[src/hw/rtl/assert_macros.svh]
// ----------------------------------------------------------------------------
// Assertion macros
// Shared concurrent assertion wrappers for the running average background
// unit. They check on the rising edge of clk_i and stay quiet while rst_ni is
// low. Synthesis sees empty bodies.
// ----------------------------------------------------------------------------
`ifndef ASSERT_MACROS_SVH
`define ASSERT_MACROS_SVH
`ifndef SYNTHESIS
// check a property on every clock edge out of reset
`define MRAB_ASSERT(name, prop) \
  name: assert property (@(posedge clk_i) disable iff (!rst_ni) (prop)) \
    else $error("mrab: assertion failed");
// check that a condition implies a consequence in the same cycle
`define MRAB_ASSERT_IMPL(name, ante, cons) \
  `MRAB_ASSERT(name, (ante) |-> (cons))
`else
`define MRAB_ASSERT(name, prop)
`define MRAB_ASSERT_IMPL(name, ante, cons)
`endif
`endif

[src/hw/rtl/mrab_pkg.sv]
// ----------------------------------------------------------------------------
// mrab_pkg
// Sizes, fixed point constants and shared types of the masked running average
// background unit.
// ----------------------------------------------------------------------------
package mrab_pkg;

  // frame and box limits
  localparam int MAX_WIDTH  = 1024;
  localparam int MAX_HEIGHT = 1024;
  localparam int MAX_BOXES  = 8;

  // field widths fixed by the interface
  localparam int DIM_W  = 11;
  localparam int BOX_W  = 10;
  localparam int PIX_W  = 8;
  localparam int NUM_CH = 3;

  // derived sizes
  localparam int COL_W     = $clog2(MAX_WIDTH);
  localparam int ROW_W     = $clog2(MAX_HEIGHT);
  localparam int ADDR_W    = ROW_W + COL_W;
  localparam int CMP_W     = (COL_W > BOX_W) ? ((COL_W > ROW_W) ? COL_W : ROW_W)
                                             : ((BOX_W > ROW_W) ? BOX_W : ROW_W);
  localparam int BOX_CNT_W = $clog2(MAX_BOXES + 1);

  // Q8.16 estimate arithmetic
  localparam int EST_W      = 24;
  localparam int FRAC_W     = 16;
  localparam int TERM_W     = 18;
  localparam int DECAY_W    = 16;
  localparam int TERM_MUL_W = 26;
  localparam logic [DECAY_W-1:0]    DECAY_Q16 = DECAY_W'(64881);
  // round(p * 0.01 * 2^16) = (p * round(655.36 * 2^16) + 2^15) >> 16
  localparam logic [TERM_MUL_W-1:0] TERM_MUL  = TERM_MUL_W'(42949673);
  localparam logic [EST_W-1:0]      EST_MAX   = {EST_W{1'b1}};
  localparam logic [EST_W-1:0]      HALF_LSB8 = EST_W'(32768);

  // estimate memory
  localparam int EST_WORD_W = NUM_CH * EST_W;
  localparam int EST_DEPTH  = 2 ** ADDR_W;

  // queue depths
  localparam int QUEUE_DEPTH = 4;
  localparam int OFIFO_DEPTH = 2;

  // reset values of the frame size registers
  localparam logic [DIM_W-1:0] WIDTH_RESET  = DIM_W'(640);
  localparam logic [DIM_W-1:0] HEIGHT_RESET = DIM_W'(480);

  typedef enum logic {
    OP_BOX   = 1'b0,
    OP_PIXEL = 1'b1
  } op_e;

  typedef enum logic [0:0] {
    REG_FRAME_WIDTH  = 1'b0,
    REG_FRAME_HEIGHT = 1'b1
  } reg_e;

  typedef struct packed {
    logic [DIM_W-1:0] width;
    logic [DIM_W-1:0] height;
  } frame_cfg_t;

  typedef struct packed {
    logic [BOX_W-1:0] x0;
    logic [BOX_W-1:0] x1;
    logic [BOX_W-1:0] y0;
    logic [BOX_W-1:0] y1;
  } box_t;

  // one classified pixel on its way to the estimate update
  typedef struct packed {
    logic [ADDR_W-1:0]              addr;
    logic [NUM_CH-1:0][PIX_W-1:0]   pix;
    logic [NUM_CH-1:0][TERM_W-1:0]  term;
    logic                           add;
    logic                           first;
    logic                           last;
  } pix_desc_t;

  typedef logic [NUM_CH-1:0][EST_W-1:0] est_word_t;

  typedef struct packed {
    logic [NUM_CH-1:0][PIX_W-1:0] bg;
    logic                         last;
  } result_t;

endpackage

[src/hw/rtl/mrab_front.sv]
// ----------------------------------------------------------------------------
// mrab_front
// Front end: loads exclusion boxes, tracks the raster position and classifies
// each pixel (address, coverage, first frame, last pixel, blend term).
// ----------------------------------------------------------------------------
`include "assert_macros.svh"

module mrab_front (
  input  logic                                           clk_i,
  input  logic                                           rst_ni,
  input  mrab_pkg::frame_cfg_t                           cfg_i,
  input  logic                                           valid_i,
  input  logic                                           op_i,
  input  logic [mrab_pkg::BOX_W-1:0]                     box_left_i,
  input  logic [mrab_pkg::BOX_W-1:0]                     box_top_i,
  input  logic [mrab_pkg::BOX_W-1:0]                     box_right_i,
  input  logic [mrab_pkg::BOX_W-1:0]                     box_bottom_i,
  input  logic [mrab_pkg::NUM_CH-1:0][mrab_pkg::PIX_W-1:0] pix_i,
  output logic                                           q_push_o,
  output mrab_pkg::pix_desc_t                            q_data_o
);

  localparam int ColW   = mrab_pkg::COL_W;
  localparam int RowW   = mrab_pkg::ROW_W;
  localparam int CmpW   = mrab_pkg::CMP_W;
  localparam int BcW    = mrab_pkg::BOX_CNT_W;
  localparam int ProdW  = mrab_pkg::PIX_W + mrab_pkg::TERM_MUL_W + 1;

  logic [ColW-1:0] col_q, col_d;
  logic [RowW-1:0] row_q, row_d;
  logic            first_q, first_d;
  logic [BcW-1:0]  box_cnt_q, box_cnt_d;
  mrab_pkg::box_t  boxes_q [mrab_pkg::MAX_BOXES];
  mrab_pkg::box_t  new_box;

  logic            pix_acc, box_acc;
  logic [ColW-1:0] col_lim;
  logic [RowW-1:0] row_lim;
  logic            last_col, last_row, last_pix;
  logic [mrab_pkg::MAX_BOXES-1:0] hit;
  logic [ProdW-1:0] term_prod [mrab_pkg::NUM_CH];

  assign pix_acc = valid_i && (mrab_pkg::op_e'(op_i) == mrab_pkg::OP_PIXEL);
  assign box_acc = valid_i && (mrab_pkg::op_e'(op_i) == mrab_pkg::OP_BOX);

  // last column and row index from the clamped frame size
  always_comb begin
    if (cfg_i.width == '0) begin
      col_lim = '0;
    end else if (32'(cfg_i.width) > 32'(mrab_pkg::MAX_WIDTH)) begin
      col_lim = ColW'(mrab_pkg::MAX_WIDTH - 1);
    end else begin
      col_lim = ColW'(cfg_i.width - mrab_pkg::DIM_W'(1));
    end
    if (cfg_i.height == '0) begin
      row_lim = '0;
    end else if (32'(cfg_i.height) > 32'(mrab_pkg::MAX_HEIGHT)) begin
      row_lim = RowW'(mrab_pkg::MAX_HEIGHT - 1);
    end else begin
      row_lim = RowW'(cfg_i.height - mrab_pkg::DIM_W'(1));
    end
  end

  assign last_col = (col_q >= col_lim);
  assign last_row = (row_q >= row_lim);
  assign last_pix = last_col && last_row;

  // test the position against every loaded box
  always_comb begin
    for (int i = 0; i < mrab_pkg::MAX_BOXES; i++) begin
      hit[i] = (BcW'(i) < box_cnt_q)
            && (CmpW'(col_q) >= CmpW'(boxes_q[i].x0))
            && (CmpW'(col_q) <= CmpW'(boxes_q[i].x1))
            && (CmpW'(row_q) >= CmpW'(boxes_q[i].y0))
            && (CmpW'(row_q) <= CmpW'(boxes_q[i].y1));
    end
  end

  // blend term per channel: pixel times 0.01 in Q16, rounded
  always_comb begin
    for (int c = 0; c < mrab_pkg::NUM_CH; c++) begin
      term_prod[c] = ProdW'(pix_i[c]) * ProdW'(mrab_pkg::TERM_MUL)
                   + ProdW'(mrab_pkg::HALF_LSB8);
    end
  end

  // build the queue word
  always_comb begin
    q_data_o.addr  = {row_q, col_q};
    q_data_o.pix   = pix_i;
    for (int c = 0; c < mrab_pkg::NUM_CH; c++) begin
      q_data_o.term[c] = term_prod[c][mrab_pkg::FRAC_W +: mrab_pkg::TERM_W];
    end
    q_data_o.add   = ~|hit;
    q_data_o.first = first_q;
    q_data_o.last  = last_pix;
  end

  assign q_push_o = pix_acc;

  // order the corners of an incoming box
  always_comb begin
    new_box.x0 = (box_left_i < box_right_i)  ? box_left_i  : box_right_i;
    new_box.x1 = (box_left_i < box_right_i)  ? box_right_i : box_left_i;
    new_box.y0 = (box_top_i  < box_bottom_i) ? box_top_i   : box_bottom_i;
    new_box.y1 = (box_top_i  < box_bottom_i) ? box_bottom_i : box_top_i;
  end

  // advance the raster position, drop boxes and first flag at frame end
  always_comb begin
    col_d     = col_q;
    row_d     = row_q;
    first_d   = first_q;
    box_cnt_d = box_cnt_q;
    if (pix_acc) begin
      if (last_col) begin
        col_d = '0;
        if (last_row) begin
          row_d     = '0;
          first_d   = 1'b0;
          box_cnt_d = '0;
        end else begin
          row_d = row_q + RowW'(1);
        end
      end else begin
        col_d = col_q + ColW'(1);
      end
    end else if (box_acc && (box_cnt_q < BcW'(mrab_pkg::MAX_BOXES))) begin
      box_cnt_d = box_cnt_q + BcW'(1);
    end
  end

  always_ff @(posedge clk_i or negedge rst_ni) begin
    if (!rst_ni) begin
      col_q     <= '0;
      row_q     <= '0;
      first_q   <= 1'b1;
      box_cnt_q <= '0;
    end else begin
      col_q     <= col_d;
      row_q     <= row_d;
      first_q   <= first_d;
      box_cnt_q <= box_cnt_d;
    end
  end

  // load a box into the next free slot
  for (genvar i = 0; i < mrab_pkg::MAX_BOXES; i++) begin : g_box
    always_ff @(posedge clk_i) begin
      if (box_acc && (box_cnt_q == BcW'(i))) begin
        boxes_q[i] <= new_box;
      end
    end
  end

  `MRAB_ASSERT(box_cnt_bound_a, box_cnt_q <= BcW'(mrab_pkg::MAX_BOXES))
  `MRAB_ASSERT(frame_wrap_a, (pix_acc && last_pix) |=> ({col_q, row_q, first_q, box_cnt_q} == '0))

endmodule

[config.mk]
export PLATFORM = sky130hd
export DESIGN_NAME = mrab_front
export DESIGN_NICKNAME = d
export VERILOG_FILES = /design/src/hw/rtl/mrab_pkg.sv /design/src/hw/rtl/mrab_front.sv
export VERILOG_INCLUDE_DIRS = /design/src /design/src/hw/rtl
export SDC_FILE = /design/constraint.sdc
export NUM_CORES = 1
export LEC_CHECK = 0
export ABC_AREA = 1
export BUFFER_PORTS_ARGS = -buffer_cell sky130_fd_sc_hd__buf_2
export CORE_UTILIZATION = 45
export CTS_BUF_LIST = sky130_fd_sc_hd__clkbuf_16
export CTS_CLUSTER_SIZE = 12
export DETAILED_ROUTE_END_ITERATION = 10
export HOLD_SLACK_MARGIN = 0.08
export MAX_ROUTING_LAYER = met4
export SLEW_MARGIN = 20
export SYNTH_ARGS = -nofsm -noshare
export SYNTH_HDL_FRONTEND = slang
export SYNTH_SLANG_ARGS = --single-unit
export TNS_END_PERCENT = 10
[constraint.sdc]
create_clock -name clk_i -period 6.7 [get_ports clk_i]
set_input_delay 1.005 -clock clk_i [delete_from_list [all_inputs] [get_ports clk_i]]
set_output_delay 1.005 -clock clk_i [all_outputs]
set_load 0.01 [all_outputs]
* Word level (Yosys, flattened, before mapping) *
Memories as Yosys holds them, arrays and structs flattened.
Index checks and enable logic that the tools add are counted.

operators by class
  equality and inequality tests = 9
  bitwise logic cells = 1
  add/sub/neg operators = 8
  magnitude comparators = 47
  reduce and logical (&&, ||, !) cells = 60
  multiply operators = 3
  multiplexer cells = 51

operators by type and width
  operator                                                                     count
  40-bit two-way mux                                                           7
  40-bit OR reduction                                                          7
  10-bit greater-or-equal comparator                                           18
  10-bit <= comparator                                                         16
  34-bit by 16-bit adder with 34-bit output, second input constant             3
  8-bit by 26-bit multiplier with 34-bit output, second input constant         3
  10-bit two-way mux                                                           10
  1-bit logical AND                                                            44
  1-bit two-way mux                                                            23
  11-bit > comparator, second input constant                                   2
  11-bit zero test                                                             2
  3-bit two-way mux                                                            7
  10-bit by 1-bit adder with 10-bit output, second input constant              2
  10-bit less-than comparator                                                  2
  10-bit by 1-bit subtractor with 10-bit output, second input constant         2
  4-bit by 3-bit equality test with 1-bit output, second input constant        4
  3-bit by 4-bit less-than comparator with 1-bit output, first input constant  4
  4-bit two-way mux                                                            4
  4-bit by 2-bit equality test with 1-bit output, second input constant        2
  1-bit by 4-bit less-than comparator with 1-bit output, first input constant  2
  2-bit by 4-bit less-than comparator with 1-bit output, first input constant  2
  8-bit OR reduction                                                           1
  3-bit AND reduction                                                          2
  4-bit by 1-bit adder with 4-bit output, second input constant                1
  8 further kinds                                                              9

word-level totals
  RAM bits = 320
  word-level logic and storage cells = 184
  memories kept = 1
  bits in registers = 25

memory list
  memory   words  bits a word  read ports  clocked after Yosys merged registers in  write ports  RTL line          source
  boxes_q  8      40           8           0                                        1            mrab_front.sv:33  mrab_pkg::box_t boxes_q [mrab_pkg::MAX_BOXES];

* Depth between registers and ports, before layout *
  word-level depth = 13
  mapped depth = 22
  gate-level depth less buffers = 22

* Worst setup path after synthesis *
OpenSTA, ideal clock, no wires.

  path kind = input-to-output
  start point = input pix_i[13] (netlist bit)
  end point = output q_data_o[33] (netlist bit)
  stages = 13
  slack = 1.237 ns
  arrival time = 4.458 ns
  data required time = 5.695 ns
  path buffers = 0
  cell sequence = fa_1 > inv_1 > fa_1 > fa_1 > fa_1 > inv_1 > ha_1 > a21o_1 > a31oi_1 > o21ai_0 > nand2_1 > o211ai_1 > xor2_1

RTL lines
  item         RTL line          source
  from (decl)  mrab_front.sv:18  input logic [mrab_pkg::NUM_CH-1:0][mrab_pkg::PIX_W-1:0] pix_i,
  to (decl)    mrab_front.sv:20  output mrab_pkg::pix_desc_t q_data_o

==> metrics.txt <==
number of top-level design ports=192; delay-heaviest family, CP=adder cells; Synthesized Nets=4473; pin count of the biggest net entering global routing=41; number of max-slew violations in the final report=0; worst min-delay path class=reg2reg; Post-CTS Hold Fix Bufs=0; setup repair after global routing missed its margin=no; Resize count post-CTS=0; routed wire length per instance=16.7 µm; top sig layer=met4; warnings from Yosys=0; area share of the leading cell type in the synthesized netlist=30.4%; crit path launch type=primary input; GRT Resource Usage Total=23.7%; leakage power summed over all cells=0.0183 µW; synthesis-to-layout area growth=10.4%; fraction of final layout cells with drive strength greater than 1=8.33%; maximum operating frequency=0.164 GHz; via-per-instance ratio=4.96; maximum buffer depth of the clock tree=3; power per cell area=299 mW/mm²; required time at the worst-slack endpoint=5.69 ns; vias after detailed routing=24100; status=finished, final reports clean; via count of the first global-routing pass=23100; number of search-and-repair iterations in the first detailed-routing pass=5; setup fix buffers added after clock tree synthesis=0; asr flop ratio synth=7.25%; Vert. Die Dim=267 µm; number of register bits inferred by synthesis=345; number of instances in the synthesized netlist=3661; TNS Setup=0 ns; critical-path cell with the highest stage delay=sky130_fd_sc_hd__fa_1; Worst setup endpoint=q_data_o[32]; post-route antenna net violation count=0; first-pass GRT wire length=126 mm; slew at the pin closest to its max-slew limit=1.06 ns; overall routed net length=81.0 mm; portion of the clock cycle consumed by the worst path in the final layout=91.0%; Critical Path AT=5.09 ns; Worst-Skew Late Latency=0.54 ns; leading cell types in the layout, fill and taps excluded=sky130_fd_sc_hd__inv_1 (828), sky130_fd_sc_hd__nand2_1 (686), sky130_fd_sc_hd__ha_1 (608); number of levels the H-tree was split into=2; cell repeated most along the worst path=sky130_fd_sc_hd__inv_1; area enclosed by the die boundary=0.0712 mm²; Final Core Density=50.6%; die width=267 µm; maximum capacitance violations=0; Worst Path Max Fanout=8; Setup Viol. Count Final=0; endpoint type of the worst setup path=primary output; remaining global-route overflow=0; syn_area_per_cell=8.62 µm²; Slowest Stage Delay on Critical Path=0.52 ns; critical setup path kind=in2out; number of DRC markers after the initial detailed-route iteration=1470; combined buffer and inverter count along the critical path=8; Worst IR Drop VDD=0.000226 V; met3 routed wirelength=3.45 mm; Most used DFF post-synth=sky130_fd_sc_hd__edfxtp_1; normalized max-slew margin=29.1%; Post-synth EDFFs=320; final-report hold violation count=0; Reg2Reg Launch Point=col_q[7]$_DFFE_PN0P_; Post-layout nets=4701; root buffer cell=sky130_fd_sc_hd__clkbuf_16; Core Rows=96; critical path, cell by cell=buf_2 -> inv_1 -> ha_1 -> inv_1 -> fa_1 -> inv_1 -> fa_1 -> inv_1 -> fa_1 -> inv_1 -> ha_1 -> nand2_1 -> nor2_1 -> inv_2 -> nor3_1 -> o21ai_1 -> nand3_1 -> xor2_1 -> buf_2; Period minus WS final=6.10 ns; TritonCTS sink count=345; number of cell instances on the worst register-to-register path=9; unique cell type count in the Yosys netlist=49; post-synthesis cell type with the largest combined area=sky130_fd_sc_hd__edfxtp_1; routed metal-1 wirelength=38.4 mm; Num CTS Buffers=38; number of DRC violations after detailed routing=0; worst reg2reg setup slack=3.68 ns; worst hold margin=0.437 ns; most common library cell in the layout ignoring fill and taps=sky130_fd_sc_hd__inv_1; area of the core region=0.0689 mm²; half-perimeter wire length of the detailed placement result=62.6 mm; clock transition at the registers of the reported paths=0.06 ns; count of input and output buffers=191; Final Skew=0.0177 ns; Initial Util=45.8%; WP depth=19; weighted congestion at the end of routability-driven global placement=0.967; sequential element share of the synthesized area=32.4%; initial antenna violation count=1; CP Launch Point=pix_i[9]; met2 WL=37.4 mm; Crit Reg-Reg Endpoint=col_q[2]$_DFFE_PN0P_; most area-consuming cells after synthesis=sky130_fd_sc_hd__edfxtp_1 (30%), sky130_fd_sc_hd__ha_1 (24%), sky130_fd_sc_hd__inv_1 (9.7%), sky130_fd_sc_hd__nand2_1 (8.2%), sky130_fd_sc_hd__fa_1 (7.2%); Syn Std Cell Area=0.0316 mm²; CTS tree=built
==> cells in the mapped netlist, drive strengths merged (15+ instances only) <==
cell and n:
dfrtp 24, ha 608, a21o 37, buf 28, o21ai 116, nand3 129
nand2 691, nor3 41, inv 835, fa 114, xor2 39, o21a 15
o21bai 27, nor2 293, a21oi 212, nand4 43, edfxtp 320
==> area by class of cell <==
class	instances	area [µm²]
diodes	1	2.50
clock buffers	39	976
clock inverters	27	111
fillers	6690	34100
inverters	836	3140
multi-input cells	2445	18000
flip-flops and latches	345	10200
well taps	931	1160
repair buffers	223	1200
==> logic make-up (layout without fill, tap and decap cells) <==
| group | after synthesis | after routing | share of synthesized area, % |
|---|---|---|---|
| XOR/XNOR | 47 | 47 | 1.30 |
| flip-flops | 345 | 345 | 32.4 |
| buffers and inverters | 871 | 1125 | 10.7 |
| adder cells (fa/ha/maj) | 722 | 722 | 31.3 |
| other | 0 | 1 | 0 |
| AND/OR/NAND/NOR | 1215 | 1215 | 15.9 |
| AO/OA/AOI/OAI | 461 | 461 | 8.37 |
==> flip-flops by register name, summed over array words and instances, names as in the netlist <==
name       cells
row_q         10
box_cnt_q      4
first_q        1
col_q         10
boxes_q      320
==> worst min-delay path by stage <==
stage | startpoint | endpoint | cells after the start | slack (ns)
5_1_grt | first_q$_DFFE_PN1P_ | first_q$_DFFE_PN1P_ | 2 | 0.46
3_5_place_dp | first_q$_DFFE_PN1P_ | first_q$_DFFE_PN1P_ | 2 | 0.43
6_report | first_q$_DFFE_PN1P_ | first_q$_DFFE_PN1P_ | 2 | 0.44
2_1_floorplan | first_q$_DFFE_PN1P_ | first_q$_DFFE_PN1P_ | 2 | 0.42
3_3_place_gp | first_q$_DFFE_PN1P_ | first_q$_DFFE_PN1P_ | 2 | 0.43
4_1_cts | first_q$_DFFE_PN1P_ | first_q$_DFFE_PN1P_ | 2 | 0.44
==> per-layer routing <==
| metal | global-route usage, % | up-vias |
|---|---|---|
| li1 | - | 12400 |
| met1 | 31.7 | 11100 |
| met2 | 38.6 | 453 |
| met3 | 2.32 | 97 |
| met4 | 5.41 | 0 |
| met5 | - | - |
==> power breakdown <==
part / switching (µW) / internal (µW)
logic: 3860 / 2110
clock network: 847 / 1050
registers: 109 / 2460
==> worst reg2reg max path, cell delays in order (launching register included) <==
cell and delay (ns):
sky130_fd_sc_hd__dfrtp_1 0.77, sky130_fd_sc_hd__buf_4 0.35, sky130_fd_sc_hd__ha_1 0.28, sky130_fd_sc_hd__a21oi_1 0.13
sky130_fd_sc_hd__nor2_1 0.05, sky130_fd_sc_hd__a211oi_1 0.24, sky130_fd_sc_hd__nand3_1 0.32, sky130_fd_sc_hd__nand2_2 0.39
sky130_fd_sc_hd__inv_2 0.19, sky130_fd_sc_hd__a211oi_1 0.20
==> per-stage QoR <==
step	setup WS, ns	cells	area [µm²]	power (µW)
2_1_floorplan	1.24	3661	31600	6480
3_3_place_gp	0.607	4780	33700	8580
3_5_place_dp	0.619	4780	33800	8600
4_1_cts	0.598	4846	34800	10500
5_1_grt	0.290	4847	34900	11400
6_report	0.602	4847	34900	10400
Note: power is estimated with default switching activity, not from simulation.
