File: src/hw/rtl/assert_macros.svh
// ----------------------------------------------------------------------------
// Assertion macros
// Shared concurrent assertion wrappers for the running average background
// unit. They check on the rising edge of clk_i and stay quiet while rst_ni is
// low. Synthesis sees empty bodies.
// ----------------------------------------------------------------------------
`ifndef ASSERT_MACROS_SVH
`define ASSERT_MACROS_SVH
`ifndef SYNTHESIS
// check a property on every clock edge out of reset
`define MRAB_ASSERT(name, prop) \
  name: assert property (@(posedge clk_i) disable iff (!rst_ni) (prop)) \
    else $error("mrab: assertion failed");
// check that a condition implies a consequence in the same cycle
`define MRAB_ASSERT_IMPL(name, ante, cons) \
  `MRAB_ASSERT(name, (ante) |-> (cons))
`else
`define MRAB_ASSERT(name, prop)
`define MRAB_ASSERT_IMPL(name, ante, cons)
`endif
`endif

File: src/hw/rtl/mrab_pkg.sv
// ----------------------------------------------------------------------------
// mrab_pkg
// Sizes, fixed point constants and shared types of the masked running average
// background unit.
// ----------------------------------------------------------------------------
package mrab_pkg;

  // frame and box limits
  localparam int MAX_WIDTH  = 1024;
  localparam int MAX_HEIGHT = 1024;
  localparam int MAX_BOXES  = 8;

  // field widths fixed by the interface
  localparam int DIM_W  = 11;
  localparam int BOX_W  = 10;
  localparam int PIX_W  = 8;
  localparam int NUM_CH = 3;

  // derived sizes
  localparam int COL_W     = $clog2(MAX_WIDTH);
  localparam int ROW_W     = $clog2(MAX_HEIGHT);
  localparam int ADDR_W    = ROW_W + COL_W;
  localparam int CMP_W     = (COL_W > BOX_W) ? ((COL_W > ROW_W) ? COL_W : ROW_W)
                                             : ((BOX_W > ROW_W) ? BOX_W : ROW_W);
  localparam int BOX_CNT_W = $clog2(MAX_BOXES + 1);

  // Q8.16 estimate arithmetic
  localparam int EST_W      = 24;
  localparam int FRAC_W     = 16;
  localparam int TERM_W     = 18;
  localparam int DECAY_W    = 16;
  localparam int TERM_MUL_W = 26;
  localparam logic [DECAY_W-1:0]    DECAY_Q16 = DECAY_W'(64881);
  // round(p * 0.01 * 2^16) = (p * round(655.36 * 2^16) + 2^15) >> 16
  localparam logic [TERM_MUL_W-1:0] TERM_MUL  = TERM_MUL_W'(42949673);
  localparam logic [EST_W-1:0]      EST_MAX   = {EST_W{1'b1}};
  localparam logic [EST_W-1:0]      HALF_LSB8 = EST_W'(32768);

  // estimate memory
  localparam int EST_WORD_W = NUM_CH * EST_W;
  localparam int EST_DEPTH  = 2 ** ADDR_W;

  // queue depths
  localparam int QUEUE_DEPTH = 4;
  localparam int OFIFO_DEPTH = 2;

  // reset values of the frame size registers
  localparam logic [DIM_W-1:0] WIDTH_RESET  = DIM_W'(640);
  localparam logic [DIM_W-1:0] HEIGHT_RESET = DIM_W'(480);

  typedef enum logic {
    OP_BOX   = 1'b0,
    OP_PIXEL = 1'b1
  } op_e;

  typedef enum logic [0:0] {
    REG_FRAME_WIDTH  = 1'b0,
    REG_FRAME_HEIGHT = 1'b1
  } reg_e;

  typedef struct packed {
    logic [DIM_W-1:0] width;
    logic [DIM_W-1:0] height;
  } frame_cfg_t;

  typedef struct packed {
    logic [BOX_W-1:0] x0;
    logic [BOX_W-1:0] x1;
    logic [BOX_W-1:0] y0;
    logic [BOX_W-1:0] y1;
  } box_t;

  // one classified pixel on its way to the estimate update
  typedef struct packed {
    logic [ADDR_W-1:0]              addr;
    logic [NUM_CH-1:0][PIX_W-1:0]   pix;
    logic [NUM_CH-1:0][TERM_W-1:0]  term;
    logic                           add;
    logic                           first;
    logic                           last;
  } pix_desc_t;

  typedef logic [NUM_CH-1:0][EST_W-1:0] est_word_t;

  typedef struct packed {
    logic [NUM_CH-1:0][PIX_W-1:0] bg;
    logic                         last;
  } result_t;

endpackage

File: src/hw/rtl/mrab_queue.sv
// ----------------------------------------------------------------------------
// mrab_queue
// Short FIFO of classified pixels between the front and the back end.
// ----------------------------------------------------------------------------
`include "assert_macros.svh"

module mrab_queue (
  input  logic                clk_i,
  input  logic                rst_ni,
  input  logic                push_i,
  input  mrab_pkg::pix_desc_t data_i,
  output logic                full_o,
  input  logic                pop_i,
  output mrab_pkg::pix_desc_t data_o,
  output logic                empty_o
);

  localparam int PtrW = (mrab_pkg::QUEUE_DEPTH > 1) ? $clog2(mrab_pkg::QUEUE_DEPTH) : 1;
  localparam int CntW = $clog2(mrab_pkg::QUEUE_DEPTH + 1);

  mrab_pkg::pix_desc_t entry_q [mrab_pkg::QUEUE_DEPTH];
  logic [PtrW-1:0] wr_ptr_q, wr_ptr_d;
  logic [PtrW-1:0] rd_ptr_q, rd_ptr_d;
  logic [CntW-1:0] cnt_q, cnt_d;
  logic            do_push, do_pop;

  assign full_o  = (cnt_q == CntW'(mrab_pkg::QUEUE_DEPTH));
  assign empty_o = (cnt_q == '0);
  assign data_o  = entry_q[rd_ptr_q];
  assign do_push = push_i && !full_o;
  assign do_pop  = pop_i && !empty_o;

  // advance pointers and fill count
  always_comb begin
    wr_ptr_d = wr_ptr_q;
    rd_ptr_d = rd_ptr_q;
    cnt_d    = cnt_q;
    if (do_push) begin
      wr_ptr_d = (wr_ptr_q == PtrW'(mrab_pkg::QUEUE_DEPTH - 1)) ? '0 : wr_ptr_q + PtrW'(1);
    end
    if (do_pop) begin
      rd_ptr_d = (rd_ptr_q == PtrW'(mrab_pkg::QUEUE_DEPTH - 1)) ? '0 : rd_ptr_q + PtrW'(1);
    end
    if (do_push && !do_pop) begin
      cnt_d = cnt_q + CntW'(1);
    end else if (do_pop && !do_push) begin
      cnt_d = cnt_q - CntW'(1);
    end
  end

  always_ff @(posedge clk_i or negedge rst_ni) begin
    if (!rst_ni) begin
      wr_ptr_q <= '0;
      rd_ptr_q <= '0;
      cnt_q    <= '0;
    end else begin
      wr_ptr_q <= wr_ptr_d;
      rd_ptr_q <= rd_ptr_d;
      cnt_q    <= cnt_d;
    end
  end

  // store the word at the write pointer
  always_ff @(posedge clk_i) begin
    if (do_push) begin
      entry_q[wr_ptr_q] <= data_i;
    end
  end

  `MRAB_ASSERT_IMPL(q_no_overflow_a, push_i, !full_o)
  `MRAB_ASSERT(q_cnt_bound_a, cnt_q <= CntW'(mrab_pkg::QUEUE_DEPTH))

endmodule

File: config.mk
export PLATFORM = sky130hd
export DESIGN_NAME = mrab_queue
export DESIGN_NICKNAME = d
export VERILOG_FILES = /design/src/hw/rtl/mrab_pkg.sv /design/src/hw/rtl/mrab_queue.sv
export VERILOG_INCLUDE_DIRS = /design/src /design/src/hw/rtl
export SDC_FILE = /design/constraint.sdc
export NUM_CORES = 1
export LEC_CHECK = 0
export ABC_AREA = 1
export BUFFER_PORTS_ARGS = -buffer_cell sky130_fd_sc_hd__buf_4
export CELL_PAD_IN_SITES_DETAIL_PLACEMENT = 1
export CELL_PAD_IN_SITES_GLOBAL_PLACEMENT = 1
export CORE_MARGIN = 1
export CORE_UTILIZATION = 35
export CTS_CLUSTER_SIZE = 10
export DETAILED_ROUTE_END_ITERATION = 16
export GPL_ROUTABILITY_DRIVEN = 1
export PLACE_DENSITY = 0.64
export SYNTH_ARGS = -nofsm -noshare
export SYNTH_HDL_FRONTEND = slang
export SYNTH_SLANG_ARGS = --single-unit
File: constraint.sdc
create_clock -name clk_i -period 5.5 [get_ports clk_i]
set_input_delay 0.825 -clock clk_i [delete_from_list [all_inputs] [get_ports clk_i]]
set_output_delay 0.825 -clock clk_i [all_outputs]
set_load 0.005 [all_outputs]
# Word level (Yosys, flattened, before mapping)
# Memory sizes are Yosys's and may differ from the RTL's.
# Cells that the tools add are included.
# totals
ramBits	404
inputBits	105
n_memories	1
regBits	7
# classes
n_eq_ne	3
n_reduce_logical	10
n_addsub	4
muxes	6
# memory_table
memory	words	width	rd	rd_clocked_by_memory_dff	write_ports	line	text
entry_q	4	101	1	0	1	mrab_queue.sv:21	mrab_pkg::pix_desc_t entry_q [mrab_pkg::QUEUE_DEPTH];
# op_table
cell	count
two-way mux 3 bit	2
adder 2 x 1 -> 2 bit (second input constant)	2
equality test 2 bit (second input constant)	2
logical AND 1 bit	4
logical NOT 1 bit	4
two-way mux 2 bit	2
adder 3 x 1 -> 3 bit (second input constant)	1
equality test 3 bit (second input constant)	1
logical NOT 3 bit	1
subtractor 3 x 1 -> 3 bit (second input constant)	1
two-way mux 1 bit	2
nonzero test 2 bit	1

# Longest topological paths before layout
# Gate-level depths: netlist of run 1.
# logic_depth
depth_word	7
ltp_mapped	12
ltp_nobuf	12

# Worst setup path after synthesis of run 1
# No wires, ideal clock.
# synth_timing
path_kind	input -> register
start	input push_i
end	memory entry_q[0][0] in the netlist's numbering, enable pin
setup_ns	0.562
t_arrival_ns	5.173
setup_slack_ns	-0.235
path_stages	2
t_required_ns	4.938
cell_sequence	nand2_1 > nor2_1
# synth_via
elab_chain_len	3
# synth_lines
item	line	text
start: declaration	mrab_queue.sv:10	input logic push_i,
logical AND 1 bit	mrab_queue.sv:30	assign do_push = push_i && !full_o;
two-way mux 1 bit	mrab_queue.sv:65	if (do_push) begin
two-way mux 1 bit (implied by the code)	mrab_queue.sv:66	entry_q[wr_ptr_q] <= data_i;
end: declaration	mrab_queue.sv:21	
# No other way between the ends.

==> results of run 1 <==
## cell usage in the layout (no fill, tap or decap), drive strengths merged
master and count:
edfxtp 404, nand2 318, buf 223, inv 219, o211ai 202, clkbuf 60, nand3 7, dfrtp 7
ha 6, nor2 6, clkinv 2, diode 1, o21ai 1, xnor2 1, nand4 1, fa 1
## power groups by stage
stage	Sequential (mW)	Combinational, mW	Clock, mW
floorplan	4.38	2.11	0
global placement	4.47	3.43	0
detailed placement	4.49	3.50	0
CTS	4.44	3.51	2.84
global route	4.48	3.82	2.95
finish	4.42	3.40	2.74
## routing by layer
metal  track usage, %  wire length (um)  vias to the layer above
li1                 -                 -                     4703
met3             3.52              2150                       64
met5                0                30                        -
met2             28.6             19600                      224
met4             5.02               824                        4
met1             21.2             17400                     5008
## layout make-up
cell class | count | area (sq um)
repair buffers | 223 | 1700
multi-input cells | 543 | 2910
well taps | 607 | 759
clock buffers | 60 | 1280
inverters | 218 | 821
fillers | 4845 | 26800
diodes | 1 | 2.50
clock inverters | 3 | 17.5
flip-flops and latches | 411 | 12300
## through the flow
step                      util, %  TNS, ns  instances
after global placement       39.8        0       2002
after floorplan                 -   -94.88       1239
after detailed placement     39.8        0       2002
after global routing         42.5        0       2065
final                        42.5        0       2066
after CTS                    42.5        0       2065
## kinds of logic after synthesis
kind of cell | Yosys count | share of synthesized area, %
DFF | 411 | 74.4
and+or+nand+nor | 332 | 7.60
buffers and inverters | 285 | 8.18
AOI/OAI and AO/OA | 203 | 9.20
adders and majority gates | 7 | 0.575
xor gates and xnor gates | 1 | 0.0530
## how the worst min path moves through the flow
stage	endpoint	cells after the start	slack [ns]
floorplan	cnt_q[2]$_DFFE_PN0P_	2	0.46
global placement	cnt_q[2]$_DFFE_PN0P_	2	0.48
detailed placement	cnt_q[2]$_DFFE_PN0P_	2	0.49
CTS	wr_ptr_q[1]$_DFFE_PN0P_	1	0.03
global route	wr_ptr_q[1]$_DFFE_PN0P_	1	0.05
finish	rd_ptr_q[0]$_DFFE_PN0P_	1	0.07
## flip-flops by register name, indices dropped and copies added, names as in the netlist
| register | flops |
|---|---|
| entry_q | 404 |
| cnt_q | 3 |
| rd_ptr_q | 2 |
| wr_ptr_q | 2 |
## critical path, cell delays in order, from the launching register on
cell and delay [ns]:
dfrtp_4 0.76, inv_4 0.86, buf_4 0.40, o211ai_1 0.13, nand2_1 0.11, buf_4 0.12
==> key figures, run 1 <==
Critical path
  – CP Class: register to output port
  – Worst reg2reg startpoint: cnt_q[0]$_DFFE_PN0P_
  – Data arrival, critical path: 2.97 ns
  – Worst r2r path cells: 5
  – Crit start category: register
  – WP data required: roughly 4.7 ns
  – CP max FO: ~70
  – Reg-to-reg slack, setup: roughly 2.8 ns
  – Worst setup EP type: output port
  – Crit path from: rd_ptr_q[1]$_DFFE_PN0P_
  – CP endpoint: data_o[61]
  – Crit Reg-Reg Endpoint: entry_q[2][8]$_DFFE_PP_

Power
  – Power, Total: 10.6 mW
  – Combinational share of power: 32.2%
  – Power density over cell area: about 530 mW/mm^2
  – Worst VDD drop: ~0.28 mV
  – Pleak: slightly below 8 nW
  – Sw Share: between 30% and 40%
  – Sequential Power Share: about two fifths
  – Cell Int Power: between 7 and 8 mW
  – Clock power frac: 26.0%
  – Switch Pwr: ~3.5 mW

Clock tree
  – Post-CTS Setup Inserts: 0
  – TritonCTS Sinks: approximately 400
  – CTS tree: done
  – Num CTS Buffers: 48
  – Clk Latency, worst-skew pair: roughly 0.56 ns
  – Clock-pin slew on the worst setup and hold paths: around 0.050 ns
  – Clk buf depth: 3
  – H-tree lvl count: 2
  – CTS resizes: 0
  – Clk root buf: clkbuf_16
  – Hold buffers post-CTS: 0

STA
  – Unrepaired setup endpoints after global routing: no
  – Final setup fails: 0
  – Period minus WS final: approximately 3.8 ns
  – Worst Tran Pin Value: 1.00 ns
  – Max Fclk: approximately 260 MHz
  – Final hold viol count: 0
  – Hold Worst Slack: between 0.07 and 0.08 ns
  – Final Slew Violations: 0
  – Slew HR: between 30% and 40%
  – Fin crit share: 69.0%
  – Setup ws final: between 1.5 and 2 ns
  – Setup Skew: 0.0121 ns

Finish
  – Area Overhead vs Synth: 19.7%
  – # nets final: around 1600
  – Finished layout cell area: 0.0198 sq mm
  – Share of layout cells above drive strength 1: 19.3%

Routing
  – Drt drc: 0
  – ANT nets after route: 0
  – Total wire length: around 40000 um
  – DRT iter0 DRCs: 535
  – DR vias: 10003
  – Vias per cell: 4.84
  – DR pass1 iterations: 6
  – WL/cell: approximately 19 um

Floorplan
  – CORE AREA: roughly 0.047 sq mm
  – Starting Density: about 36%
  – Die Area: a little under 0.05 sq mm
  – Die Ht: around 220 um
  – Std-Cell Rows: ~80
  – Die Span X: about 220 um
  – IO Pins: 208

Yosys
  – FFs w/ async S/R, synth: approximately 1.7%
  – Mapped Cells: around 1200
  – Mean Syn Cell Area: approximately 13 sq um
  – Top cells by area, synth: edfxtp_1 73%, o211ai_1 9.2%, nand2_1 7.2%
  – Area leader, netlist: edfxtp_1
  – Top-area cell type share of the netlist area: between 70% and 80%
  – #FFs+latches synth: 411
  – EDFF count, synth: between 400 and 500
  – Mapped Nets: 1351
  – Synth top cells by count: 404 x edfxtp_1, 318 x nand2_1, 217 x inv_1, 202 x o211ai_1, 31 x buf_6
  – Netlist cell types: 17
  – Primary flip-flop cell chosen by synthesis mapping: edfxtp_1
  – Most frequent cell after synthesis: edfxtp_1
  – Synthesized area: about 0.017 sq mm
  – Number of synthesis warnings: 0
  – Seq/Total Area, Yosys: between 70% and 80%

Place
  – Port bufs: approximately 210
  – Post-DP HPWL: 24300 um
  – RePlAce Congestion: about 0.72
  – Placed inst area: between 0.015 and 0.02 sq mm
  – Pre-CTS setup slack: 2.23 ns

Global routing
  – Total track usage: around 17%
  – Global route overflow: 0
  – Initial antenna violation count: 3
  – First-pass GRT wire length: ~60000 um
  – Vias in the first global route: approximately 10000
  – Largest net degree at the start of global routing: 93

Flow run
  – Max-Cap Viols: 0

Outcome
  – Status: complete, no violations

Hold path
  – Class of the worst hold path: input port to asynchronous set/reset pin
No activity file was read; power rests on OpenSTA's default activity.
==> run 2: changes to the inputs <==
==> constraint.sdc (replaced) <==
create_clock -name clk_i -period 3.4 [get_ports clk_i]
set_input_delay 0.51 -clock clk_i [delete_from_list [all_inputs] [get_ports clk_i]]
set_output_delay 0.51 -clock clk_i [all_outputs]
set_load 0.005 [all_outputs]
==> run 2 against run 1 <==
Net effect: final cell count up 0.39%; register-to-register slack worse by 1.6 ns; clock-buffer cell count unchanged; flip-flop and latch count is the same; largest cell class unchanged.
==> key figures, run 2 (synthesis results as in run 1) <==
Global routing
  – Vias in the first global route: 10245 (-2.3%)
  – Initial antenna violation count: 0 (-3)
  – Total track usage: 15.8% (-0.90 points)
  – Global route overflow: 0 (unchanged)
  – Largest net degree at the start of global routing: 92 (-1.1%)
  – First-pass GRT wire length: 57700 um (-4.9%)

Finish
  – Final Util: 42.9% (+0.39 points)
  – Share of layout cells above drive strength 1: 19.6% (+0.29 points)
  – # nets final: 1566 (+0.58%)
  – Fin cells: 2074 (+0.39%)
  – # diodes: 0 (-1)
  – Max FFs per register: 404 (unchanged)
  – Most common cell after layout, fill and taps aside: edfxtp_1
  – Commonest cells after routing, fill and taps aside: 404 x edfxtp_1, 318 x nand2_1, 220 x buf_4, 217 x inv_1, 202 x o211ai_1
  – Area Overhead vs Synth: 20.8%
  – Top reg by flops: entry_q
  – Filler Cell Count: 4785 (-1.2%)
  – Top Registers: entry_q x404, cnt_q x3

Critical path
  – Most used cell, CP: buf_4
  – Worst reg2reg startpoint: cnt_q[0]$_DFFE_PN0P_
  – WP data required: 2.89 ns (-1.79 ns)
  – CP max FO: 56 (-22%)
  – Crit path from: rd_ptr_q[1]$_DFFE_PN0P_
  – Worst setup EP type: output port
  – Crit Reg-Reg Endpoint: entry_q[1][45]$_DFFE_PP_
  – Worst r2r path cells: 5 (unchanged)
  – Critical path's largest stage delay: 0.72 ns (-0.14 ns)
  – Crit start category: register
  – Crit-path slowest cell: dfrtp_4
  – Data arrival, critical path: 2.56 ns (-0.41 ns)
  – Reg-to-reg slack, setup: 1.14 ns (-1.61 ns)
  – CP Class: register to output port
  – Worst-path cell chain: inv_4 > buf_4 > o211ai_1 > nand2_1 > buf_4

Power
  – Power density over cell area: 858 mW/mm^2 (+61%)
  – Worst VDD drop: 0.623 mV (+120%)
  – Power, Total: 17.1 mW (+62%)
  – Pleak: 7.82 nW (+0.94%)

Floorplan
  – IO Pins: 208 (unchanged)
  – Die Area: 0.0481 sq mm (unchanged)
  – CORE AREA: 0.0466 sq mm (unchanged)
  – Die Span X: 219 um (unchanged)
  – Starting Density: 35.5% (unchanged)
  – Die Ht: 219 um (unchanged)
  – Std-Cell Rows: 79 (unchanged)

Place
  – Placed Cells: 2011 (+0.45%)
  – Port bufs: 207 (unchanged)
  – Pre-CTS setup slack: 0.848 ns (-1.39 ns)
  – RePlAce Congestion: 0.739 (+2.6%)
  – Post-DP HPWL: 22600 um (-7.0%)

Routing
  – DRT iter0 DRCs: 477 (-11%)
  – Vias per cell: 4.75 (-1.8%)
  – DR pass1 iterations: 4 (-2)
  – Total wire length: 37900 um (-5.3%)
  – DR vias: 9859 (-1.4%)
  – ANT nets after route: 0 (unchanged)
  – WL/cell: 18.3 um (-5.7%)
  – Drt drc: 0 (unchanged)

STA
  – Final hold viol count: 0 (unchanged)
  – Max Fclk: approximately 330 MHz
  – Unrepaired setup endpoints after global routing: no
  – Fin crit share: approximately 90%
  – Worst Tran Pin Value: 0.865 ns (-0.139 ns)
  – Slew HR: 42.3% (+9.3 points)
  – Period minus WS final: ~3 ns
  – Setup ws final: 0.332 ns (-1.37 ns)
  – Setup TNS: 0 ns (unchanged)
  – Final Slew Violations: 0 (unchanged)
  – Final setup fails: 0 (unchanged)
  – Setup Skew: 0.00874 ns (-0.00332 ns)

Hold path
  – Class of the worst hold path: input port to register
  – Hold Path End: entry_q[1][72]$_DFFE_PP_
  – Hold path depth: 1
  – Min-delay src: data_i[72]

Clock tree
  – Clock-pin slew on the worst setup and hold paths: 0.05 ns (about the same)
  – CTS resizes: 0 (unchanged)
  – H-tree lvl count: 2 (unchanged)
  – CTS tree: done
  – Hold buffers post-CTS: 1 (+1)
  – Clk buf depth: 3 (unchanged)
  – TritonCTS Sinks: 411 (unchanged)
  – Num CTS Buffers: 47 (-2.1%)
  – Post-CTS Setup Inserts: 0 (unchanged)
  – Clk Latency, worst-skew pair: 0.56 ns (about the same)
  – Clk root buf: clkbuf_16

Outcome
  – Status: complete, no violations

Flow run
  – Max-Cap Viols: 0 (unchanged)
-- run 2: through the flow --
step | hold WS (ns) | cell area [sq um]
2_1_floorplan | 0.214 | 16600
3_3_place_gp | 0.333 | 18700
6_report | 0.151 | 20000
4_1_cts | 0.108 | 20000
3_5_place_dp | 0.333 | 18700
5_1_grt | 0.114 | 20000
-- run 2: cell type report --
class | instances | area [sq um] | area share [%]
Timing Repair Buffer | 233 | 1900 | 9.52
Clock inverter | 2 | 7.51 | 0.0376
Multi-Input combinational cell | 543 | 2910 | 14.6
Inverter | 218 | 821 | 4.11
Sequential cell | 411 | 12300 | 61.6
Tap cell | 607 | 759 | 3.80
Clock buffer | 60 | 1270 | 6.34
-- run 2: how the worst max path moves through the flow --
stage | endpoint | slack (ns) | depth (start not counted)
finish | data_o[32] | 0.33 | 5
global route | data_o[94] | 0.18 | 5
CTS | data_o[85] | 0.23 | 5
detailed placement | data_o[85] | 0.85 | 5
global placement | data_o[100] | 0.86 | 5
floorplan | entry_q[0][0]$_DFFE_PP_ | -0.43 | 4
-- run 2: per-layer routing --
metal | vias to the layer above | routed length, um | track usage (%)
li1 | 4713 | - | -
met1 | 4913 | 16300 | 19.5
met2 | 181 | 18500 | 26.7
met3 | 52 | 2390 | 4.89
met4 | 0 | 660 | 4.24
met5 | - | 0 | 0
-- run 2: where the power goes --
group / internal (mW) / leakage, nW / switching [mW]
Sequential: 6.65 / 3.78 / 0.456
Combinational: 2.39 / 3.42 / 3.28
Clock: 2.56 / 0.620 / 1.81
-- run 2: worst max-delay path, delay by kind of cell, from the launching register on --
kind                   cells  cell delay (ns)
AO/OA/AOI/OAI              1             0.20
buffers and inverters      3             0.78
flip-flops                 1             0.72
AND/OR/NAND/NOR            1             0.15
